File: config.mk
export PLATFORM = sky130hd
export DESIGN_NAME = pending_request_tracker_unit
export DESIGN_NICKNAME = d
export VERILOG_FILES = /design/src/hdl/prt_pkg.sv /design/src/hdl/pending_request_tracker_unit.sv /design/src/hdl/prt_ctrl.sv /design/src/hdl/prt_datapath.sv
export SDC_FILE = /design/constraint.sdc
export NUM_CORES = 1
export LEC_CHECK = 0
export BUFFER_PORTS_ARGS = -buffer_cell sky130_fd_sc_hd__buf_2
export CORE_MARGIN = 10
export CORE_UTILIZATION = 58
export DETAILED_ROUTE_END_ITERATION = 8
export MAX_ROUTING_LAYER = met4
export PLACE_DENSITY_LB_ADDON = 0.25
export SLEW_MARGIN = 10
export SYNTH_ARGS = -nofsm -noshare
export SYNTH_HDL_FRONTEND = slang
export SYNTH_SLANG_ARGS = --single-unit
File: constraint.sdc
create_clock -name clk_i -period 20.9 [get_ports clk_i]
set_clock_uncertainty 0.05 [all_clocks]
set_input_delay 1.045 -clock clk_i [delete_from_list [all_inputs] [get_ports clk_i]]
set_output_delay 1.045 -clock clk_i [all_outputs]
set_load 0.05 [all_outputs]
File: src/hdl/prt_pkg.sv
// Shared types, constants and helpers for the pending request tracker.
// No dependencies; imported by every module of the block.
`timescale 1ns / 1ps

package prt_pkg;

  localparam int SLOTS   = 8;
  localparam int MAX_OUT = 8;
  localparam int IDX_W   = (SLOTS > 1) ? $clog2(SLOTS) : 1;
  localparam int CNT_W   = $clog2(MAX_OUT + 1);

  localparam int IN_DATA_W  = 88;
  localparam int OUT_DATA_W = 72;

  localparam logic [15:0] DEF_TIMEOUT_RST = 16'd500;
  localparam logic [7:0]  SCAN_RELOAD_RST = 8'd20;

  localparam logic [7:0] REG_DEFAULT_TIMEOUT = 8'd0;
  localparam logic [7:0] REG_SCAN_RELOAD     = 8'd1;

  typedef enum logic [1:0] {
    OP_OPEN = 2'd0,
    OP_RESP = 2'd1,
    OP_TICK = 2'd2,
    OP_NONE = 2'd3
  } op_e;

  typedef enum logic [2:0] {
    KIND_ACCEPT  = 3'd0,
    KIND_REJECT  = 3'd1,
    KIND_DONE_OK = 3'd2,
    KIND_DONE_PE = 3'd3,
    KIND_TIMEOUT = 3'd4
  } kind_e;

  typedef struct packed {
    kind_e       kind;
    logic [2:0]  slot;
    logic [6:0]  node_id;
    logic [15:0] obj_index;
    logic [7:0]  sub_index;
    logic [2:0]  data_len;
    logic [31:0] data;
  } result_t;

  typedef struct packed {
    logic             accept;
    logic [IDX_W-1:0] idx;
    logic             set_pick;
    logic             clear_slot;
    logic             dec_slot;
    logic             hold_load;
    kind_e            hold_kind;
    logic             commit;
    logic             flush;
  } cmd_t;

  typedef struct packed {
    op_e  in_op;
    op_e  op;
    logic pre_zero;
    logic match;
    logic busy;
    logic expire;
    logic cnt_ok;
    logic hold_vld;
    logic out_free;
    logic pick_vld;
  } stat_t;

  function automatic logic [2:0] slot_field(input logic [IDX_W-1:0] i);
    logic [31:0] w;
    w = 32'(i);
    return w[2:0];
  endfunction

endpackage

File: src/hdl/pending_request_tracker_unit.sv
// Pending request tracker: table of outstanding request slots with timeouts.
// Open walks to a match or the last slot; response and scan walk all slots; a plain tick
// only steps the prescaler. One slot a cycle is visited, and one word is handled at a time.
// Result words are staged through a hold and output register; a stalled master side
// holds the walk. Reset (async, active low) frees all slots and loads register defaults.
`timescale 1ns / 1ps

module pending_request_tracker_unit
  import prt_pkg::*;
(
  input  logic                  clk_i,
  input  logic                  rst_ni,
  // config write channel
  input  logic                  cfg_valid_i,
  output logic                  cfg_ready_o,
  input  logic [7:0]            cfg_index_i,
  input  logic [15:0]           cfg_data_i,
  // request / response / tick words
  input  logic                  s_axis_tvalid,
  output logic                  s_axis_tready,
  // frame_id[10:0], object_index[26:11], sub_index[34:27], wait_scans[50:35],
  // peer_error[51], payload_len[55:52], payload[87:56]
  input  logic [IN_DATA_W-1:0]  s_axis_tdata,
  // op[1:0]
  input  logic [1:0]            s_axis_tuser,
  // result words
  output logic                  m_axis_tvalid,
  input  logic                  m_axis_tready,
  // slot[2:0], node_id[9:3], obj_index_out[25:10], sub_index_out[33:26],
  // data_len[36:34], data_out[68:37], zero fill[71:69]
  output logic [OUT_DATA_W-1:0] m_axis_tdata,
  // kind[2:0]
  output logic [2:0]            m_axis_tuser,
  output logic                  m_axis_tlast
);

  cmd_t  cmd;
  stat_t stat;

  prt_ctrl u_ctrl (
    .clk_i      (clk_i),
    .rst_ni     (rst_ni),
    .in_valid_i (s_axis_tvalid),
    .in_ready_o (s_axis_tready),
    .stat_i     (stat),
    .cmd_o      (cmd)
  );

  prt_datapath u_datapath (
    .clk_i       (clk_i),
    .rst_ni      (rst_ni),
    .cfg_valid_i (cfg_valid_i),
    .cfg_ready_o (cfg_ready_o),
    .cfg_index_i (cfg_index_i),
    .cfg_data_i  (cfg_data_i),
    .in_op_i     (s_axis_tuser),
    .in_data_i   (s_axis_tdata),
    .out_valid_o (m_axis_tvalid),
    .out_ready_i (m_axis_tready),
    .out_data_o  (m_axis_tdata),
    .out_kind_o  (m_axis_tuser),
    .out_last_o  (m_axis_tlast),
    .cmd_i       (cmd),
    .stat_o      (stat)
  );

endmodule

File: src/hdl/prt_ctrl.sv
// Sequencer for the pending request tracker: walks the slot table per word.
// Depends on prt_pkg; drives prt_datapath through cmd_t, reads stat_t.
`timescale 1ns / 1ps

module prt_ctrl
  import prt_pkg::*;
(
  input  logic  clk_i,
  input  logic  rst_ni,
  input  logic  in_valid_i,
  output logic  in_ready_o,
  input  stat_t stat_i,
  output cmd_t  cmd_o
);

  typedef enum logic [3:0] {
    ST_IDLE   = 4'b0001,
    ST_SCAN   = 4'b0010,
    ST_COMMIT = 4'b0100,
    ST_FLUSH  = 4'b1000
  } state_e;

  state_e           state_q, state_d;
  logic [IDX_W-1:0] idx_q, idx_d;
  logic             last_idx;
  logic             step_en;

  assign last_idx   = (idx_q == IDX_W'(SLOTS - 1));
  assign step_en    = stat_i.out_free || !stat_i.hold_vld;
  assign in_ready_o = (state_q == ST_IDLE);

  always_comb begin
    state_d = state_q;
    idx_d   = idx_q;
    cmd_o   = '0;
    cmd_o.idx       = idx_q;
    cmd_o.hold_kind = KIND_REJECT;
    case (state_q)
      ST_IDLE: begin
        if (in_valid_i) begin
          cmd_o.accept = 1'b1;
          idx_d = '0;
          if (stat_i.in_op == OP_OPEN || stat_i.in_op == OP_RESP ||
              (stat_i.in_op == OP_TICK && stat_i.pre_zero)) begin
            state_d = ST_SCAN;
          end
        end
      end
      ST_SCAN: begin
        if (step_en) begin
          case (stat_i.op)
            OP_OPEN: begin
              if (stat_i.match && stat_i.busy) begin
                cmd_o.hold_load = 1'b1;
                cmd_o.hold_kind = KIND_REJECT;
                state_d = ST_FLUSH;
              end else if (stat_i.match) begin
                cmd_o.set_pick = 1'b1;
                state_d = ST_COMMIT;
              end else begin
                cmd_o.set_pick = !stat_i.busy && !stat_i.pick_vld;
                if (last_idx) state_d = ST_COMMIT;
                else idx_d = idx_q + 1'b1;
              end
            end
            OP_RESP: begin
              if (stat_i.match && stat_i.busy) begin
                cmd_o.clear_slot = 1'b1;
                cmd_o.hold_load  = stat_i.cnt_ok;
                cmd_o.hold_kind  = KIND_DONE_OK;
              end
              if (last_idx) state_d = ST_FLUSH;
              else idx_d = idx_q + 1'b1;
            end
            OP_TICK: begin
              if (stat_i.busy) begin
                cmd_o.dec_slot  = 1'b1;
                cmd_o.hold_load = stat_i.expire && stat_i.cnt_ok;
                cmd_o.hold_kind = KIND_TIMEOUT;
              end
              if (last_idx) state_d = ST_FLUSH;
              else idx_d = idx_q + 1'b1;
            end
            default: state_d = ST_IDLE;
          endcase
        end
      end
      ST_COMMIT: begin
        cmd_o.commit = 1'b1;
        state_d = ST_FLUSH;
      end
      ST_FLUSH: begin
        if (!stat_i.hold_vld) begin
          state_d = ST_IDLE;
        end else if (stat_i.out_free) begin
          cmd_o.flush = 1'b1;
          state_d = ST_IDLE;
        end
      end
      default: state_d = ST_IDLE;
    endcase
  end

  always_ff @(posedge clk_i or negedge rst_ni) begin
    if (!rst_ni) begin
      state_q <= ST_IDLE;
      idx_q   <= '0;
    end else begin
      state_q <= state_d;
      idx_q   <= idx_d;
    end
  end

endmodule

File: src/hdl/prt_datapath.sv
// Slot table, request latch, prescaler, config registers and result staging.
// Depends on prt_pkg; commanded by prt_ctrl.
`timescale 1ns / 1ps

module prt_datapath
  import prt_pkg::*;
(
  input  logic                  clk_i,
  input  logic                  rst_ni,
  input  logic                  cfg_valid_i,
  output logic                  cfg_ready_o,
  input  logic [7:0]            cfg_index_i,
  input  logic [15:0]           cfg_data_i,
  input  logic [1:0]            in_op_i,
  input  logic [IN_DATA_W-1:0]  in_data_i,
  output logic                  out_valid_o,
  input  logic                  out_ready_i,
  output logic [OUT_DATA_W-1:0] out_data_o,
  output logic [2:0]            out_kind_o,
  output logic                  out_last_o,
  input  cmd_t                  cmd_i,
  output stat_t                 stat_o
);

  logic [15:0] def_timeout_q;
  logic [7:0]  scan_reload_q;
  logic [7:0]  pre_q;

  logic [10:0] slot_fid_q  [SLOTS];
  logic [15:0] slot_oidx_q [SLOTS];
  logic [7:0]  slot_sidx_q [SLOTS];
  logic [15:0] slot_scans_q[SLOTS];

  op_e         op_q;
  logic [10:0] fid_q;
  logic [15:0] oidx_q;
  logic [7:0]  sidx_q;
  logic [15:0] wait_q;
  logic        perr_q;
  logic [2:0]  dlen_q;
  logic [31:0] data_q;

  logic [3:0]  in_plen;
  logic [31:0] in_payload;
  logic [2:0]  in_dlen;
  logic [31:0] in_data_m;

  logic [IDX_W-1:0] pick_q;
  logic             pick_vld_q;
  logic [CNT_W-1:0] cnt_q;
  result_t          hold_q, hold_d;
  logic             hold_vld_q;
  result_t          out_q;
  logic             out_vld_q, out_last_q;

  logic        hold_ld, push;
  logic [15:0] load_scans;
  logic [10:0] cur_fid;
  logic [15:0] cur_oidx;
  logic [7:0]  cur_sidx;
  logic [15:0] cur_scans;

  assign cfg_ready_o = 1'b1;

  assign in_plen    = in_data_i[55:52];
  assign in_payload = in_data_i[87:56];
  assign in_dlen    = (in_plen > 4'd4) ? 3'd4 : in_plen[2:0];

  always_comb begin
    case (in_dlen)
      3'd0:    in_data_m = 32'h0;
      3'd1:    in_data_m = in_payload & 32'h0000_00ff;
      3'd2:    in_data_m = in_payload & 32'h0000_ffff;
      3'd3:    in_data_m = in_payload & 32'h00ff_ffff;
      default: in_data_m = in_payload;
    endcase
  end

  assign cur_fid   = slot_fid_q[cmd_i.idx];
  assign cur_oidx  = slot_oidx_q[cmd_i.idx];
  assign cur_sidx  = slot_sidx_q[cmd_i.idx];
  assign cur_scans = slot_scans_q[cmd_i.idx];

  assign load_scans = (wait_q != 16'd0) ? wait_q :
                      (def_timeout_q != 16'd0) ? def_timeout_q : 16'd1;

  assign hold_ld = cmd_i.hold_load || cmd_i.commit;
  assign push    = (hold_ld && hold_vld_q) || cmd_i.flush;

  always_comb begin
    hold_d           = '0;
    hold_d.node_id   = fid_q[6:0];
    hold_d.obj_index = oidx_q;
    hold_d.sub_index = sidx_q;
    hold_d.slot      = slot_field(cmd_i.idx);
    if (cmd_i.commit) begin
      hold_d.kind = pick_vld_q ? KIND_ACCEPT : KIND_REJECT;
      hold_d.slot = pick_vld_q ? slot_field(pick_q) : 3'd0;
    end else begin
      case (cmd_i.hold_kind)
        KIND_DONE_OK: begin
          hold_d.kind     = perr_q ? KIND_DONE_PE : KIND_DONE_OK;
          hold_d.data_len = dlen_q;
          hold_d.data     = data_q;
        end
        KIND_TIMEOUT: begin
          hold_d.kind      = KIND_TIMEOUT;
          hold_d.node_id   = cur_fid[6:0];
          hold_d.obj_index = cur_oidx;
          hold_d.sub_index = cur_sidx;
        end
        default: hold_d.kind = KIND_REJECT;
      endcase
    end
  end

  always_ff @(posedge clk_i or negedge rst_ni) begin
    if (!rst_ni) begin
      def_timeout_q <= DEF_TIMEOUT_RST;
      scan_reload_q <= SCAN_RELOAD_RST;
    end else if (cfg_valid_i) begin
      if (cfg_index_i == REG_DEFAULT_TIMEOUT) def_timeout_q <= cfg_data_i;
      else if (cfg_index_i == REG_SCAN_RELOAD) scan_reload_q <= cfg_data_i[7:0];
    end
  end

  always_ff @(posedge clk_i or negedge rst_ni) begin
    if (!rst_ni) begin
      pre_q <= SCAN_RELOAD_RST;
    end else if (cmd_i.accept && op_e'(in_op_i) == OP_TICK) begin
      pre_q <= (pre_q == 8'd0) ? scan_reload_q : pre_q - 8'd1;
    end
  end

  always_ff @(posedge clk_i or negedge rst_ni) begin
    if (!rst_ni) begin
      for (int i = 0; i < SLOTS; i++) begin
        slot_fid_q[i]   <= '0;
        slot_oidx_q[i]  <= '0;
        slot_sidx_q[i]  <= '0;
        slot_scans_q[i] <= '0;
      end
    end else if (cmd_i.commit && pick_vld_q) begin
      slot_fid_q[pick_q]   <= fid_q;
      slot_oidx_q[pick_q]  <= oidx_q;
      slot_sidx_q[pick_q]  <= sidx_q;
      slot_scans_q[pick_q] <= load_scans;
    end else if (cmd_i.clear_slot) begin
      slot_scans_q[cmd_i.idx] <= '0;
    end else if (cmd_i.dec_slot) begin
      slot_scans_q[cmd_i.idx] <= cur_scans - 16'd1;
    end
  end

  always_ff @(posedge clk_i) begin
    if (cmd_i.accept) begin
      op_q   <= op_e'(in_op_i);
      fid_q  <= in_data_i[10:0];
      oidx_q <= in_data_i[26:11];
      sidx_q <= in_data_i[34:27];
      wait_q <= in_data_i[50:35];
      perr_q <= in_data_i[51];
      dlen_q <= in_dlen;
      data_q <= in_data_m;
    end
    if (cmd_i.set_pick) pick_q <= cmd_i.idx;
    if (hold_ld) hold_q <= hold_d;
    if (push) begin
      out_q      <= hold_q;
      out_last_q <= cmd_i.flush;
    end
  end

  always_ff @(posedge clk_i or negedge rst_ni) begin
    if (!rst_ni) begin
      pick_vld_q <= 1'b0;
      cnt_q      <= '0;
      hold_vld_q <= 1'b0;
      out_vld_q  <= 1'b0;
    end else begin
      if (cmd_i.accept) begin
        pick_vld_q <= 1'b0;
        cnt_q      <= '0;
      end else begin
        if (cmd_i.set_pick) pick_vld_q <= 1'b1;
        if (hold_ld) cnt_q <= cnt_q + 1'b1;
      end
      if (hold_ld) hold_vld_q <= 1'b1;
      else if (cmd_i.flush) hold_vld_q <= 1'b0;
      if (push) out_vld_q <= 1'b1;
      else if (out_ready_i) out_vld_q <= 1'b0;
    end
  end

  assign stat_o.in_op    = op_e'(in_op_i);
  assign stat_o.op       = op_q;
  assign stat_o.pre_zero = (pre_q == 8'd0);
  assign stat_o.match    = (cur_fid == fid_q) && (cur_oidx == oidx_q) &&
                           (cur_sidx == sidx_q);
  assign stat_o.busy     = (cur_scans != 16'd0);
  assign stat_o.expire   = (cur_scans == 16'd1);
  assign stat_o.cnt_ok   = (cnt_q < CNT_W'(MAX_OUT));
  assign stat_o.hold_vld = hold_vld_q;
  assign stat_o.out_free = !out_vld_q || out_ready_i;
  assign stat_o.pick_vld = pick_vld_q;

  assign out_valid_o = out_vld_q;
  assign out_kind_o  = out_q.kind;
  assign out_last_o  = out_last_q;
  assign out_data_o  = {3'd0, out_q.data, out_q.data_len, out_q.sub_index,
                        out_q.obj_index, out_q.node_id, out_q.slot};

  a_push_room: assert property (@(posedge clk_i) disable iff (!rst_ni)
    push |-> (!out_vld_q || out_ready_i))
    else $error("result pushed over an untaken word");

  a_cap: assert property (@(posedge clk_i) disable iff (!rst_ni)
    cmd_i.hold_load |-> (cnt_q < CNT_W'(MAX_OUT)))
    else $error("result count above limit");

  a_commit_busy: assert property (@(posedge clk_i) disable iff (!rst_ni)
    (cmd_i.commit && pick_vld_q) |=> (slot_scans_q[$past(pick_q)] != 16'd0))
    else $error("accepted slot left free");

  a_flush_hold: assert property (@(posedge clk_i) disable iff (!rst_ni)
    cmd_i.flush |-> hold_vld_q)
    else $error("flush without staged result");

endmodule

==> results.py <==
metrics = {
    "run_status": {
        "status": "completed",
    },
    "place": {
        "dpl_worst_slack_ps": 13780,
        "io_buffers": 193,
        "finalWeightedCongestion": 0.955,
        "dpl.hpwl_microns": 58600,
    },
    "global_routing": {
        "grt_pass1_wl_microns": 145000,
        "antenna_found_initial": 3,
        "grt_max_degree": 166,
        "grt_use_total": 0.307,
        "grt_overflow_total": 0,
        "grt_pass1_vias": 24100,
    },
    "setup_path": {
        "path_buf_inv": 1,
        "crit_type": "register to register",
        "critical_path_arrival_ps": 7430,
        "r2r-end": "u_datapath.out_data_o[28]",
        "cp_cell_sequence": "buf_4 > nor2b_1 > a22oi_1 > o22a_1 > xnor2_1 > nor4_2 > nand4_2 > nor3b_2 > a41oi_1 > nand2_4 > a21o_4",
        "regToRegSetupSlack_ps": 13650,
        "max_stage_delay_ps": 1110,
        "crit_start": "u_ctrl.idx_q[2]",
        "rr_worst_depth": 11,
        "cp_top_family": "simple AND/OR/NAND/NOR gates",
        "slowest_stage": "nor2b_1",
        "endpoint_kind": "register",
        "critPathLaunchType": "register",
        "r2r_start": "u_ctrl.idx_q[2]",
        "critPathMaxFanout": 75,
        "cp.required_ps": 21080,
    },
    "clocking": {
        "cts_sinks": 691,
        "clock_latency_ps": 620,
        "cts_tree": "built",
        "cts_buffers": 70,
        "cts.reportedPaths.clkPinSlew_ps": 60,
        "postCtsSetupBuffers": 0,
        "cts_buffer_depth": 3,
        "post_cts_resized": 0,
        "root_buffer": "clkbuf_16",
        "hold_buffers": 0,
        "h-tree-depth": 3,
    },
    "floorplanning": {
        "design.core.area_sq_um": 52800,
        "die_x_microns": 251,
        "fp-row-count": 84,
        "ios": 198,
        "start_util": 0.588,
        "dieArea_sq_um": 63200,
        "die_y_microns": 251,
    },
    "logic_synthesis": {
        "synth_cell_types": 79,
        "syn_avg_cell_area_sq_um": 11.0,
        "ys_async_sr_fraction": 0.657,
        "synth_ff_type": "dfrtp_1",
        "ys_ff_latch": 691,
        "syn_area_sq_um": 31000,
        "syn_inst": 2824,
        "synth_edf_count": 237,
        "ys_warn_count": 0,
        "synth-seq-area-share": 0.596,
    },
    "power_and_ir_drop": {
        "switching_power_w": 0.00115,
        "power.leakage_nw": 15.6,
        "seq_power_share": 0.438,
        "ir_worst_vdd_uv": 60.9,
        "power_density_nw_per_um2": 104,
        "swShare": 0.316,
        "pwr-share-comb": 0.203,
        "internal-power_w": 0.00249,
        "p_clk_frac": 0.358,
    },
    "layout": {
        "final_cell_mix": "nand2_1, dfrtp_1, edfxtp_1",
        "area_growth_pct": 12.5,
        "seqCellArea_sq_um": 18500,
        "multi_input_area_sq_um": 11800,
        "layout.nets": 3065,
        "drive_gt1_frac": 0.170,
        "n_fill_cell": 3881,
        "layout_commonest_cell": "nand2_1",
    },
    "timing": {
        "hold_slack_ps": 350,
        "tightest_slew_ps": 1370,
        "setup_viol": 0,
        "rsz0062_at_grt": "false",
        "setup_tns_ps": 0,
        "period_minus_slack_ps": 7250,
        "slew_viol_final": 0,
        "timing.fmax_mhz": 138,
        "period_share": 0.347,
        "setup_ws_ps": 13650,
        "hold_viol_final": 0,
        "maxSlewHeadroom": 0.0842,
    },
    "route": {
        "num_vias": 24300,
        "drt_iter0_markers": 3357,
        "ant_nets": 0,
        "via_per_inst": 6.59,
        "drt_first_pass_iters": 8,
        "wire_per_inst_microns": 26.0,
        "wirelength_microns": 95800,
        "drcViolationCount": 0,
    },
    "hold_path": {
        "hp-class": "register to register",
        "min_to": "u_datapath.out_data_o[20]",
        "min_from": "u_datapath.hold_q[53]",
        "hold_depth": 0,
    },
    "job": {
        "maxCapViolations": 0,
    },
}
power by group through the flow:
| stage | sequential (W) | clock (W) | combinational [W] |
|---|---|---|---|
| after CTS | 0.00159 | 0.00132 | 0.000716 |
| final | 0.00160 | 0.00131 | 0.000740 |
| after detailed placement | 0.00162 | 0 | 0.000710 |
| after global placement | 0.00161 | 0 | 0.000695 |
| after floorplan | 0.00157 | 0 | 0.000503 |
| after global routing | 0.00160 | 0.00137 | 0.000779 |
per-stage QoR:
stage,area [sq um],total power (W),utilization,cells
global route,34900,0.00376,0.662,3681
CTS,34900,0.00362,0.661,3678
global placement,32500,0.00231,0.616,3550
finish,34900,0.00364,0.662,3681
floorplan,31100,0.00207,-,2826
detailed placement,32500,0.00233,0.616,3550
worst register-to-register path, cell delays in order, from the launching register on:
cell and delay, ps:
dfrtp_4 790, buf_4 880, nor2b_1 1130, a22oi_1 270
o22a_1 270, xnor2_1 150, nor4_2 400, nand4_2 340
nor3b_2 530, a41oi_1 360, nand2_4 810, a21o_4 830
synthesized netlist by cell type (all sizes together) (55+ instances only):
library cell	number	area share
a22o	61	0.017
a22oi	80	0.022
buf	55	0.0098
clkbuf	142	0.017
dfrtp	443	0.36
edfxtp	237	0.23
mux2	72	0.026
mux2i	59	0.019
nand2	906	0.11
o21ai	60	0.0098
o22ai	70	0.014
o2bb2ai	83	0.023
kinds of logic (layout without fill, tap and decap cells):
| kind of cell | count (synthesis) | count (layout) | share of synthesized area |
|---|---|---|---|
| buffers and inverters | 222 | 386 | 0.0300 |
| adders and majority gates | 12 | 12 | 0.00484 |
| and+or+nand+nor | 1177 | 1177 | 0.162 |
| DFF | 691 | 691 | 0.596 |
| muxes | 163 | 163 | 0.0684 |
| other | 2 | 7 | 0.000242 |
| AOI/OAI and AO/OA | 520 | 520 | 0.129 |
| xor gates and xnor gates | 37 | 37 | 0.0104 |
how the worst max path moves through the flow:
stage,endpoint,depth (start not counted)
after floorplan,u_datapath.out_data_o[0],16
after global placement,u_datapath.out_data_o[14],11
after detailed placement,u_datapath.out_data_o[14],11
after CTS,u_datapath.out_data_o[17],11
after global routing,u_datapath.out_data_o[28],11
final,u_datapath.out_data_o[28],11
sequential cells by signal (all words and copies together) (netlist names), 4 cells and up:
signal	flops
u_ctrl.state_q	4
u_datapath.wait_q	16
u_datapath.scan_reload_q	8
u_datapath.out_data_o	69
u_datapath.def_timeout_q	16
u_datapath.sidx_q	8
u_datapath.fid_q	11
u_datapath.cnt_q	4
u_datapath.slot_oidx_q	128
u_datapath.oidx_q	16
u_datapath.slot_fid_q	88
u_datapath.slot_sidx_q	64
u_datapath.pre_q	8
u_datapath.hold_q	72
u_datapath.data_q	32
u_datapath.slot_scans_q	128
final cells by class:
type,instances,area share
Sequential cell,691,0.530
Multi-Input combinational cell,1913,0.338
Clock buffer,86,0.0555
Timing Repair Buffer,233,0.0369
Tap cell,688,0.0247
Clock inverter,42,0.0124
Inverter,25,0.00276
Antenna cell,3,0.000215
routing by layer:
layer	share of wire	GRT usage
met4	0.041	0.128
met1	0.39	0.400
met3	0.12	0.0752
met5	0	-
met2	0.45	0.457
Note: power is estimated with default switching activity, not from simulation.
